--- src/rtl/frgcd_pkg.sv ---
`default_nettype none

package frgcd_pkg;

    localparam int DATA_WIDTH = 32;
    localparam int MAX_STEPS  = 100;
    localparam int STEP_W     = $clog2(MAX_STEPS + 1);
    localparam int CNT_W      = $clog2(DATA_WIDTH);
    localparam int STATUS_W   = 2;

    localparam logic [STATUS_W-1:0] ST_OK   = 2'd0;
    localparam logic [STATUS_W-1:0] ST_ZERO = 2'd1;
    localparam logic [STATUS_W-1:0] ST_CAP  = 2'd2;

    typedef struct packed {
        logic [DATA_WIDTH-1:0] numerator;
        logic [DATA_WIDTH-1:0] denominator;
    } req_t;

    typedef struct packed {
        logic [DATA_WIDTH-1:0] divisor;
        logic [DATA_WIDTH-1:0] reduced_numerator;
        logic [DATA_WIDTH-1:0] reduced_denominator;
        logic [STATUS_W-1:0]   status;
    } rsp_t;

    typedef struct packed {
        logic                  start;
        logic [DATA_WIDTH-1:0] dividend;
        logic [DATA_WIDTH-1:0] divisor;
    } div_req_t;

    typedef struct packed {
        logic                  done;
        logic [DATA_WIDTH-1:0] quotient;
        logic [DATA_WIDTH-1:0] remainder;
    } div_rsp_t;

endpackage

`default_nettype wire

--- src/rtl/fraction_reduce_gcd_unit.sv ---
// Operation: a zero operand is answered without any division; otherwise each remainder
// step is one pass of the shared divider, and a gcd above 1 takes two more passes to divide
// the numerator and the denominator by it.
// Throughput: one transaction at a time; req_ready is high only while the sequencer is idle,
// and a finished response may wait in its output register while the next request is taken.
// Reset: rst_n asynchronous, active low; clears the sequencer, divider control and rsp_valid.
`default_nettype none

module fraction_reduce_gcd_unit (
    input  wire logic            clk,
    input  wire logic            rst_n,
    input  wire logic            req_valid,
    output logic                 req_ready,
    input  wire frgcd_pkg::req_t req,
    output logic                 rsp_valid,
    input  wire logic            rsp_ready,
    output frgcd_pkg::rsp_t      rsp
);

    localparam logic [2:0] S_IDLE  = 3'd0;
    localparam logic [2:0] S_EUC   = 3'd1;
    localparam logic [2:0] S_EUC_W = 3'd2;
    localparam logic [2:0] S_RN    = 3'd3;
    localparam logic [2:0] S_RN_W  = 3'd4;
    localparam logic [2:0] S_RD    = 3'd5;
    localparam logic [2:0] S_RD_W  = 3'd6;
    localparam logic [2:0] S_FIN   = 3'd7;

    localparam int W = frgcd_pkg::DATA_WIDTH;

    logic [2:0]                       state_reg, state_next;
    logic [frgcd_pkg::STEP_W-1:0]     step_reg, step_next;
    logic [W-1:0]                     num_reg, num_next;
    logic [W-1:0]                     den_reg, den_next;
    logic [W-1:0]                     a_reg, a_next;
    logic [W-1:0]                     b_reg, b_next;
    logic [W-1:0]                     g_reg, g_next;
    logic [W-1:0]                     rn_reg, rn_next;
    logic [W-1:0]                     rd_reg, rd_next;
    logic [frgcd_pkg::STATUS_W-1:0]   st_reg, st_next;
    logic                             rsp_valid_reg, rsp_valid_next;
    frgcd_pkg::rsp_t                  rsp_reg, rsp_next;
    frgcd_pkg::div_req_t              div_cmd;
    frgcd_pkg::div_rsp_t              div_res;
    logic                             any_zero;
    logic                             at_cap;

    assign any_zero = (num_reg == '0) || (den_reg == '0);
    assign at_cap   = step_reg == frgcd_pkg::STEP_W'(frgcd_pkg::MAX_STEPS);

    frgcd_div u_div (
        .clk   (clk),
        .rst_n (rst_n),
        .cmd   (div_cmd),
        .res   (div_res)
    );

    always_comb
    begin
        div_cmd.start    = 1'b0;
        div_cmd.dividend = a_reg;
        div_cmd.divisor  = b_reg;
        case (state_reg)
            S_EUC:
            begin
                div_cmd.start = !any_zero && !at_cap;
            end
            S_RN:
            begin
                div_cmd.start    = 1'b1;
                div_cmd.dividend = num_reg;
                div_cmd.divisor  = g_reg;
            end
            S_RD:
            begin
                div_cmd.start    = 1'b1;
                div_cmd.dividend = den_reg;
                div_cmd.divisor  = g_reg;
            end
            default:
            begin
                div_cmd.start = 1'b0;
            end
        endcase
    end

    always_comb
    begin
        state_next     = state_reg;
        step_next      = step_reg;
        num_next       = num_reg;
        den_next       = den_reg;
        a_next         = a_reg;
        b_next         = b_reg;
        g_next         = g_reg;
        rn_next        = rn_reg;
        rd_next        = rd_reg;
        st_next        = st_reg;
        rsp_next       = rsp_reg;
        rsp_valid_next = rsp_valid_reg && !rsp_ready;
        case (state_reg)
            S_IDLE:
            begin
                if (req_valid)
                begin
                    num_next   = req.numerator;
                    den_next   = req.denominator;
                    a_next     = req.numerator;
                    b_next     = req.denominator;
                    step_next  = '0;
                    state_next = S_EUC;
                end
            end
            S_EUC:
            begin
                rn_next = num_reg;
                rd_next = den_reg;
                g_next  = '0;
                if (any_zero)
                begin
                    st_next    = frgcd_pkg::ST_ZERO;
                    state_next = S_FIN;
                end
                else if (at_cap)
                begin
                    st_next    = frgcd_pkg::ST_CAP;
                    state_next = S_FIN;
                end
                else
                begin
                    state_next = S_EUC_W;
                end
            end
            S_EUC_W:
            begin
                if (div_res.done)
                begin
                    if (div_res.remainder == '0)
                    begin
                        g_next  = b_reg;
                        st_next = frgcd_pkg::ST_OK;
                        if (b_reg > W'(1))
                        begin
                            state_next = S_RN;
                        end
                        else
                        begin
                            state_next = S_FIN;
                        end
                    end
                    else
                    begin
                        a_next     = b_reg;
                        b_next     = div_res.remainder;
                        step_next  = step_reg + 1'b1;
                        state_next = S_EUC;
                    end
                end
            end
            S_RN:
            begin
                state_next = S_RN_W;
            end
            S_RN_W:
            begin
                if (div_res.done)
                begin
                    rn_next    = div_res.quotient;
                    state_next = S_RD;
                end
            end
            S_RD:
            begin
                state_next = S_RD_W;
            end
            S_RD_W:
            begin
                if (div_res.done)
                begin
                    rd_next    = div_res.quotient;
                    state_next = S_FIN;
                end
            end
            S_FIN:
            begin
                if (!rsp_valid_reg || rsp_ready)
                begin
                    rsp_next.divisor             = g_reg;
                    rsp_next.reduced_numerator   = rn_reg;
                    rsp_next.reduced_denominator = rd_reg;
                    rsp_next.status              = st_reg;
                    rsp_valid_next               = 1'b1;
                    state_next                   = S_IDLE;
                end
            end
            default:
            begin
                state_next = S_IDLE;
            end
        endcase
    end

    always_ff @(posedge clk or negedge rst_n)
    begin
        if (!rst_n)
        begin
            state_reg     <= S_IDLE;
            step_reg      <= '0;
            rsp_valid_reg <= 1'b0;
        end
        else
        begin
            state_reg     <= state_next;
            step_reg      <= step_next;
            rsp_valid_reg <= rsp_valid_next;
        end
    end

    always_ff @(posedge clk)
    begin
        num_reg <= num_next;
        den_reg <= den_next;
        a_reg   <= a_next;
        b_reg   <= b_next;
        g_reg   <= g_next;
        rn_reg  <= rn_next;
        rd_reg  <= rd_next;
        st_reg  <= st_next;
        rsp_reg <= rsp_next;
    end

    assign req_ready = state_reg == S_IDLE;
    assign rsp_valid = rsp_valid_reg;
    assign rsp       = rsp_reg;

endmodule

`default_nettype wire

--- src/rtl/frgcd_div.sv ---
`default_nettype none

// Restoring divider, one quotient bit per cycle.
module frgcd_div (
    input  wire logic                clk,
    input  wire logic                rst_n,
    input  wire frgcd_pkg::div_req_t cmd,
    output frgcd_pkg::div_rsp_t      res
);

    logic                            busy_reg, busy_next;
    logic                            done_reg, done_next;
    logic [frgcd_pkg::CNT_W-1:0]     cnt_reg, cnt_next;
    logic [frgcd_pkg::DATA_WIDTH-1:0] rem_reg, rem_next;
    logic [frgcd_pkg::DATA_WIDTH-1:0] quo_reg, quo_next;
    logic [frgcd_pkg::DATA_WIDTH-1:0] dvs_reg, dvs_next;
    logic [frgcd_pkg::DATA_WIDTH:0]   shifted;
    logic [frgcd_pkg::DATA_WIDTH:0]   diff;
    logic                            fits;

    assign shifted = {rem_reg, quo_reg[frgcd_pkg::DATA_WIDTH-1]};
    assign fits    = shifted >= {1'b0, dvs_reg};
    assign diff    = shifted - {1'b0, dvs_reg};

    always_comb
    begin
        busy_next = busy_reg;
        done_next = 1'b0;
        cnt_next  = cnt_reg;
        rem_next  = rem_reg;
        quo_next  = quo_reg;
        dvs_next  = dvs_reg;
        if (cmd.start)
        begin
            busy_next = 1'b1;
            cnt_next  = '0;
            rem_next  = '0;
            quo_next  = cmd.dividend;
            dvs_next  = cmd.divisor;
        end
        else if (busy_reg)
        begin
            rem_next = fits ? diff[frgcd_pkg::DATA_WIDTH-1:0]
                            : shifted[frgcd_pkg::DATA_WIDTH-1:0];
            quo_next = {quo_reg[frgcd_pkg::DATA_WIDTH-2:0], fits};
            cnt_next = cnt_reg + 1'b1;
            if (cnt_reg == frgcd_pkg::CNT_W'(frgcd_pkg::DATA_WIDTH - 1))
            begin
                busy_next = 1'b0;
                done_next = 1'b1;
            end
        end
    end

    always_ff @(posedge clk or negedge rst_n)
    begin
        if (!rst_n)
        begin
            busy_reg <= 1'b0;
            done_reg <= 1'b0;
            cnt_reg  <= '0;
        end
        else
        begin
            busy_reg <= busy_next;
            done_reg <= done_next;
            cnt_reg  <= cnt_next;
        end
    end

    always_ff @(posedge clk)
    begin
        rem_reg <= rem_next;
        quo_reg <= quo_next;
        dvs_reg <= dvs_next;
    end

    assign res.done      = done_reg;
    assign res.quotient  = quo_reg;
    assign res.remainder = rem_reg;

endmodule

`default_nettype wire

--- config.mk ---
export PLATFORM = sky130hd
export DESIGN_NAME = fraction_reduce_gcd_unit
export DESIGN_NICKNAME = d
export VERILOG_FILES = /design/src/rtl/frgcd_pkg.sv /design/src/rtl/fraction_reduce_gcd_unit.sv /design/src/rtl/frgcd_div.sv
export SDC_FILE = /design/constraint.sdc
export NUM_CORES = 1
export LEC_CHECK = 0
export BUFFER_PORTS_ARGS = -buffer_cell sky130_fd_sc_hd__buf_4
export CAP_MARGIN = 20
export CORE_MARGIN = 2
export CORE_UTILIZATION = 55
export DETAILED_ROUTE_END_ITERATION = 16
export HOLD_SLACK_MARGIN = 0.15
export PLACE_DENSITY = 0.74
export SETUP_SLACK_MARGIN = 0.02
export SLEW_MARGIN = 20
export SYNTH_ARGS = -nofsm -noshare
export SYNTH_HDL_FRONTEND = slang
export SYNTH_SLANG_ARGS = --single-unit
export TNS_END_PERCENT = 10
--- constraint.sdc ---
create_clock -name clk -period 6.4 [get_ports clk]
set_input_delay 0.96 -clock clk [delete_from_list [all_inputs] [get_ports clk]]
set_output_delay 0.96 -clock clk [all_outputs]
set_load 0.01 [all_outputs]
**Yosys cells after proc, flatten, opt, wreduce, memory -nomap -nowiden**

Index checks and enable logic that the tools add are counted.

- Flip-flop bits (word level): 438
- Input bits: 68

- $add $sub $neg: 3
- Magnitude comparators: 2
- Equality and inequality tests: 17
- Multiplexer cells: 48
- Reduce and logical (&&, ||, !) cells: 26

Operator list:

| operator | count |
|---|---|
| $mux W32 | 12 |
| $pmux W32 S2 | 5 |
| $pmux W64 S2 | 1 |
| $logic_not A32 Y1 | 3 |
| $ge A33 B32 Y1 | 1 |
| $gt A32 B1 Y1 const B | 1 |
| $sub A32 B32 Y32 | 1 |
| $mux W3 | 9 |
| $pmux W3 S8 | 1 |
| $mux W7 | 3 |
| $pmux W7 S2 | 1 |
| $eq A3 B3 Y1 const B | 4 |
| $mux W5 | 2 |
| $reduce_bool A2 Y1 | 5 |
| $mux W1 | 8 |
| $mux W2 | 4 |
| $ne A2 B2 Y1 const B | 4 |
| $reduce_and A2 Y1 | 4 |
| $reduce_and A4 Y1 | 2 |
| $add A7 B1 Y7 const B | 1 |
| $eq A7 B7 Y1 const B | 1 |
| $eq A3 B2 Y1 const B | 2 |
| $ne A2 B1 Y1 const B | 3 |
| $add A5 B1 Y5 const B | 1 |
| 12 further kinds | 17 |

**Logic depth before layout (Yosys ltp)**

- Word-level depth: 6
- Depth in mapped cells: 13

**Modules after synthesis**

From an unflattened synthesis, not the netlist that was laid out.

- Cells, all modules: 1418
- Area, all modules: 19084.6 sq um

Modules (own cells, without submodules):

| module | instances | cells an instance | area each (sq um) |
|---|---|---|---|
| fraction_reduce_gcd_unit | 1 | 853 | 13317.8 |
| frgcd_div | 1 | 565 | 5766.8 |

**Worst setup path after synthesis**

No wires, ideal clock.

- Path type: in2reg
- Start point: in req_valid
- End point: reg den_reg[0], enable pin
- Arrival time: 5537 ps
- Data required time: 5826 ps
- Path slack: 289 ps
- Stages on the path: 2
- Buffers on the path: 0
- Cells stage by stage: inv_1 > nor3_1

- Cells in the longest elaborated chain, start to end: 1

Ends and longest elaborated chain:

| item | line | source |
|---|---|---|
| start: declaration | fraction_reduce_gcd_unit.sv:12 | `input wire logic req_valid,` |
| $reduce_and A2 Y1 (no source line) | n/a |  |
| end signal: assignment | fraction_reduce_gcd_unit.sv:222 | `den_reg <= den_next;` |
| end: declaration | fraction_reduce_gcd_unit.sv:34 | `logic [W-1:0] den_reg, den_next;` |

Every way passes these cells.
A chain may end at the register's enable or synchronous reset.

**Worst setup path in the final report**

- Start point: reg num_reg[26]
- End point: reg u_div.rem_reg[19] (netlist name)

- Cells in the longest elaborated chain, start to end: 5

Ends and longest elaborated chain:

| item | line | source |
|---|---|---|
| start: declaration | fraction_reduce_gcd_unit.sv:33 | `logic [W-1:0] num_reg, num_next;` |
| start signal: assignment | fraction_reduce_gcd_unit.sv:221 | `num_reg <= num_next;` |
| $logic_not A32 Y1 | fraction_reduce_gcd_unit.sv:48 | `assign any_zero = (num_reg == '0) \|\| (den_reg == '0);` |
| $logic_or A1 B1 Y1 | fraction_reduce_gcd_unit.sv:48 |  |
| $logic_not A1 Y1 | fraction_reduce_gcd_unit.sv:66 | `div_cmd.start = !any_zero && !at_cap;` |
| $logic_and A1 B1 Y1 | fraction_reduce_gcd_unit.sv:66 |  |
| $pmux W1 S2 | fraction_reduce_gcd_unit.sv:63 | `case (state_reg)` |
| end signal: assignment | frgcd_div.sv:73 | `rem_reg <= rem_next;` |
| end: declaration | frgcd_div.sv:14 | `logic [frgcd_pkg::DATA_WIDTH-1:0] rem_reg, rem_next;` |

Every way passes these cells.

==> flow_summary.ini <==
[pwr]
pwr-share-comb_pct = 1.1
p_sw_mw = 1.04
swShare_pct = 19.1
p_clk_share_pct = 42.5
power_density_mw_per_mm2 = 244
power.internal_mw = 4.40
leakage_nw = 7.73
p_seq_share_pct = 56.5
ir_drop_mv = 0.182
finalPower_mw = 5.44

[critical_path]
crit_path_end_kind = register
worst_ep_required_time_ns = 6.88
path_max_fanout = 90
crit_type = register to register
critPathArrivalTime_ns = 4.26
worstSetupStartpointType = register

[worst_hold_path]
hp-class = primary input to async pin

[clock_network]
clock_latency_ns = 0.54
numCtsBuffers = 42
cts.clk_slew.worst_paths_ns = 0.06
post-cts-setup-buffers = 0
htree_levels = 2
cts.path.max_buffers = 3
cts.sinks = 438
clock-root-buffer = clkbuf_16
cts-resized-gates = 0
cts_hold_buf = 0
tritoncts = yes

[synth]
synthCells = 1463
ys_seq_area_share_pct = 65.8
synth_edf_count = 388
synth_area_mm2 = 0.0194
avgSynthCellArea_um2 = 13.2
ys_ff_latch = 438
syn_nets = 1568
ys_types = 75
async_flop_share_pct = 4.11
synthFlopType = edfxtp_1
yosysWarningCount = 0

[routing]
vias_per_cell = 6.13
first_pass_iters = 6
wire_per_inst_um = 22.5
vias = 12900
wl_um = 47300
ant_nets = 0
drc = 0
drtIter0Drc = 1614

[sta]
fin_worst_skew_ns = 0.0126
fmax_mhz = 264
tightest_slew_ns = 1.10
finalHoldViolCount = 0
grt_setup_unrepaired = no
finalCritPeriodShare_pct = 59.1
fin_tns_setup_ns = 0
period_minus_slack_ns = 3.78
slew_viol_final = 0
setup_viol = 0
slew_headroom_pct = 26.4

[global_routing]
grt_pass1_wl_um = 72100
grt_usage_pct = 26.0
grt_pass1_vias = 12100
grt_overflow_total = 0
antenna_found_initial = 1
grt_max_degree = 91

[die]
core.rowCount = 68
die_area_mm2 = 0.0368
die_height_um = 192
fp.dieW_um = 192
core_area_mm2 = 0.0346
initial_utilization_pct = 56.0
ios = 168

[placed_design]
dp_hpwl_um = 32900
io_buffer_count = 167
place_congestion = 0.885

[finish]
largest_reg_flops = 98
drive_above_1_share_pct = 24.5
synthToLayoutAreaGrowth_pct = 15.1
nets = 1719

[outcome]
status = complete, no violations

[job]
max-cap-violations = 0
## synth_stat cells, types with 7 or more instances
library cell  instances  area, um2
xnor2_1              17        149
a31oi_2              18        225
edfxtp_1            388      11700
a31oi_1              38        238
inv_1                48        180
mux2_2               96       1080
and3_1               45        282
nor4_1               35        219
clkbuf_1             55        206
o21ai_0              47        235
a21o_1               46        345
a22oi_1              32        240
nand2_1             185        694
nand3_1              20        100
nand4_1              25        156
a211oi_1              7       52.6
dfrtp_1              18        450
nand2_2              19        119
nor2_1               67        251
nor3_1               14       70.1
buf_2                13       65.1
xor2_1               14        123
dfxtp_1              32        641
ha_1                 36        450
a21oi_1              38        190
## metrics by stage
stage | utilization, % | area (um2) | instances | hold WS (ns) | worst slack [ns]
6_report | 64.4 | 22300 | 2099 | 0.292 | 2.62
5_1_grt | 64.4 | 22300 | 2098 | 0.289 | 2.42
4_1_cts | 64.2 | 22200 | 2096 | 0.281 | 2.68
3_5_place_dp | 60.6 | 21000 | 2023 | 0.405 | 2.73
3_3_place_gp | 60.6 | 21000 | 2023 | 0.401 | 2.75
2_1_floorplan | - | 19400 | 1463 | 0.400 | 0.289
## kinds of logic (layout without fill, tap and decap cells)
logic type	count (synthesis)	count (layout)	share of synthesized area, %
simple gates	440	440	10.9
flops	438	438	65.8
mux	100	100	5.79
compound gates	287	287	10.6
other cells	0	1	0
xor+xnor	31	31	1.40
fa+ha+maj	37	37	2.43
buf+inv	130	310	3.09
## cell type report
cell class | count | area, um2
flip-flops and latches | 438 | 12700
fillers | 2485 | 12300
multi-input cells | 895 | 6100
repair buffers | 187 | 1440
clock buffers | 62 | 1170
well taps | 455 | 569
inverters | 50 | 189
clock inverters | 11 | 85.1
diodes | 1 | 2.50
## layer usage
layer	up-vias	global-route usage, %	routed length [um]	share of wire, %
met2	691	39.5	21700	46
met5	-	0	11	0.023
met3	100	4.29	4050	8.6
met1	6239	38.1	20000	42
li1	5838	-	-	-
met4	2	9.11	1570	3.3
## power groups by stage
stage | logic (mW) | clock network, mW | registers, mW
floorplan | 0.000667 | 0 | 3.13
global placement | 0.0567 | 0 | 3.13
detailed placement | 0.0566 | 0 | 3.13
CTS | 0.0567 | 2.34 | 3.07
global route | 0.0591 | 2.46 | 3.07
finish | 0.0581 | 2.31 | 3.07
## worst paths after layout
kind	cells after the start	slack (ns)	startpoint	to
min reg2reg	0	0.41	rn_reg[24]	rsp[58]
min	1	0.29	rst_n	step_reg[6]
max	11	2.62	num_reg[26]	u_div.rem_reg[19]
max reg2reg	11	2.62	num_reg[26]	u_div.rem_reg[19]
min in group clk	0	0.41	rn_reg[24]	rsp[58]
max in group asynchronous	1	5.88	rst_n	u_div.busy_reg
## cell usage in the layout, fill, tap and decap left out, types with 18 or more instances in the layout
cell type  instances
a21o_1            46
a22oi_1           32
a31oi_2           18
and3_1            44
dfxtp_1           32
buf_4            185
edfxtp_1         388
nand2_2           20
nand2_1          184
clkbuf_16         43
inv_1             48
o21ai_0           47
a21oi_1           37
ha_1              36
nand4_1           25
nand3_1           20
a31oi_1           38
nor4_1            35
nor2_1            63
mux2_2            96
## critical path, cell delays in order, from the launching register on
cell and delay [ns]:
edfxtp_1 0.42, nor4_1 0.48, nand4_1 0.18, o22ai_1 0.38, nor2_1 0.13, o211ai_1 0.23, buf_4 0.43, clkinv_2 0.30
buf_4 0.50, nor2_1 0.39, nand3_1 0.12, nand3_1 0.11
Note: power is estimated with default switching activity, not from simulation.
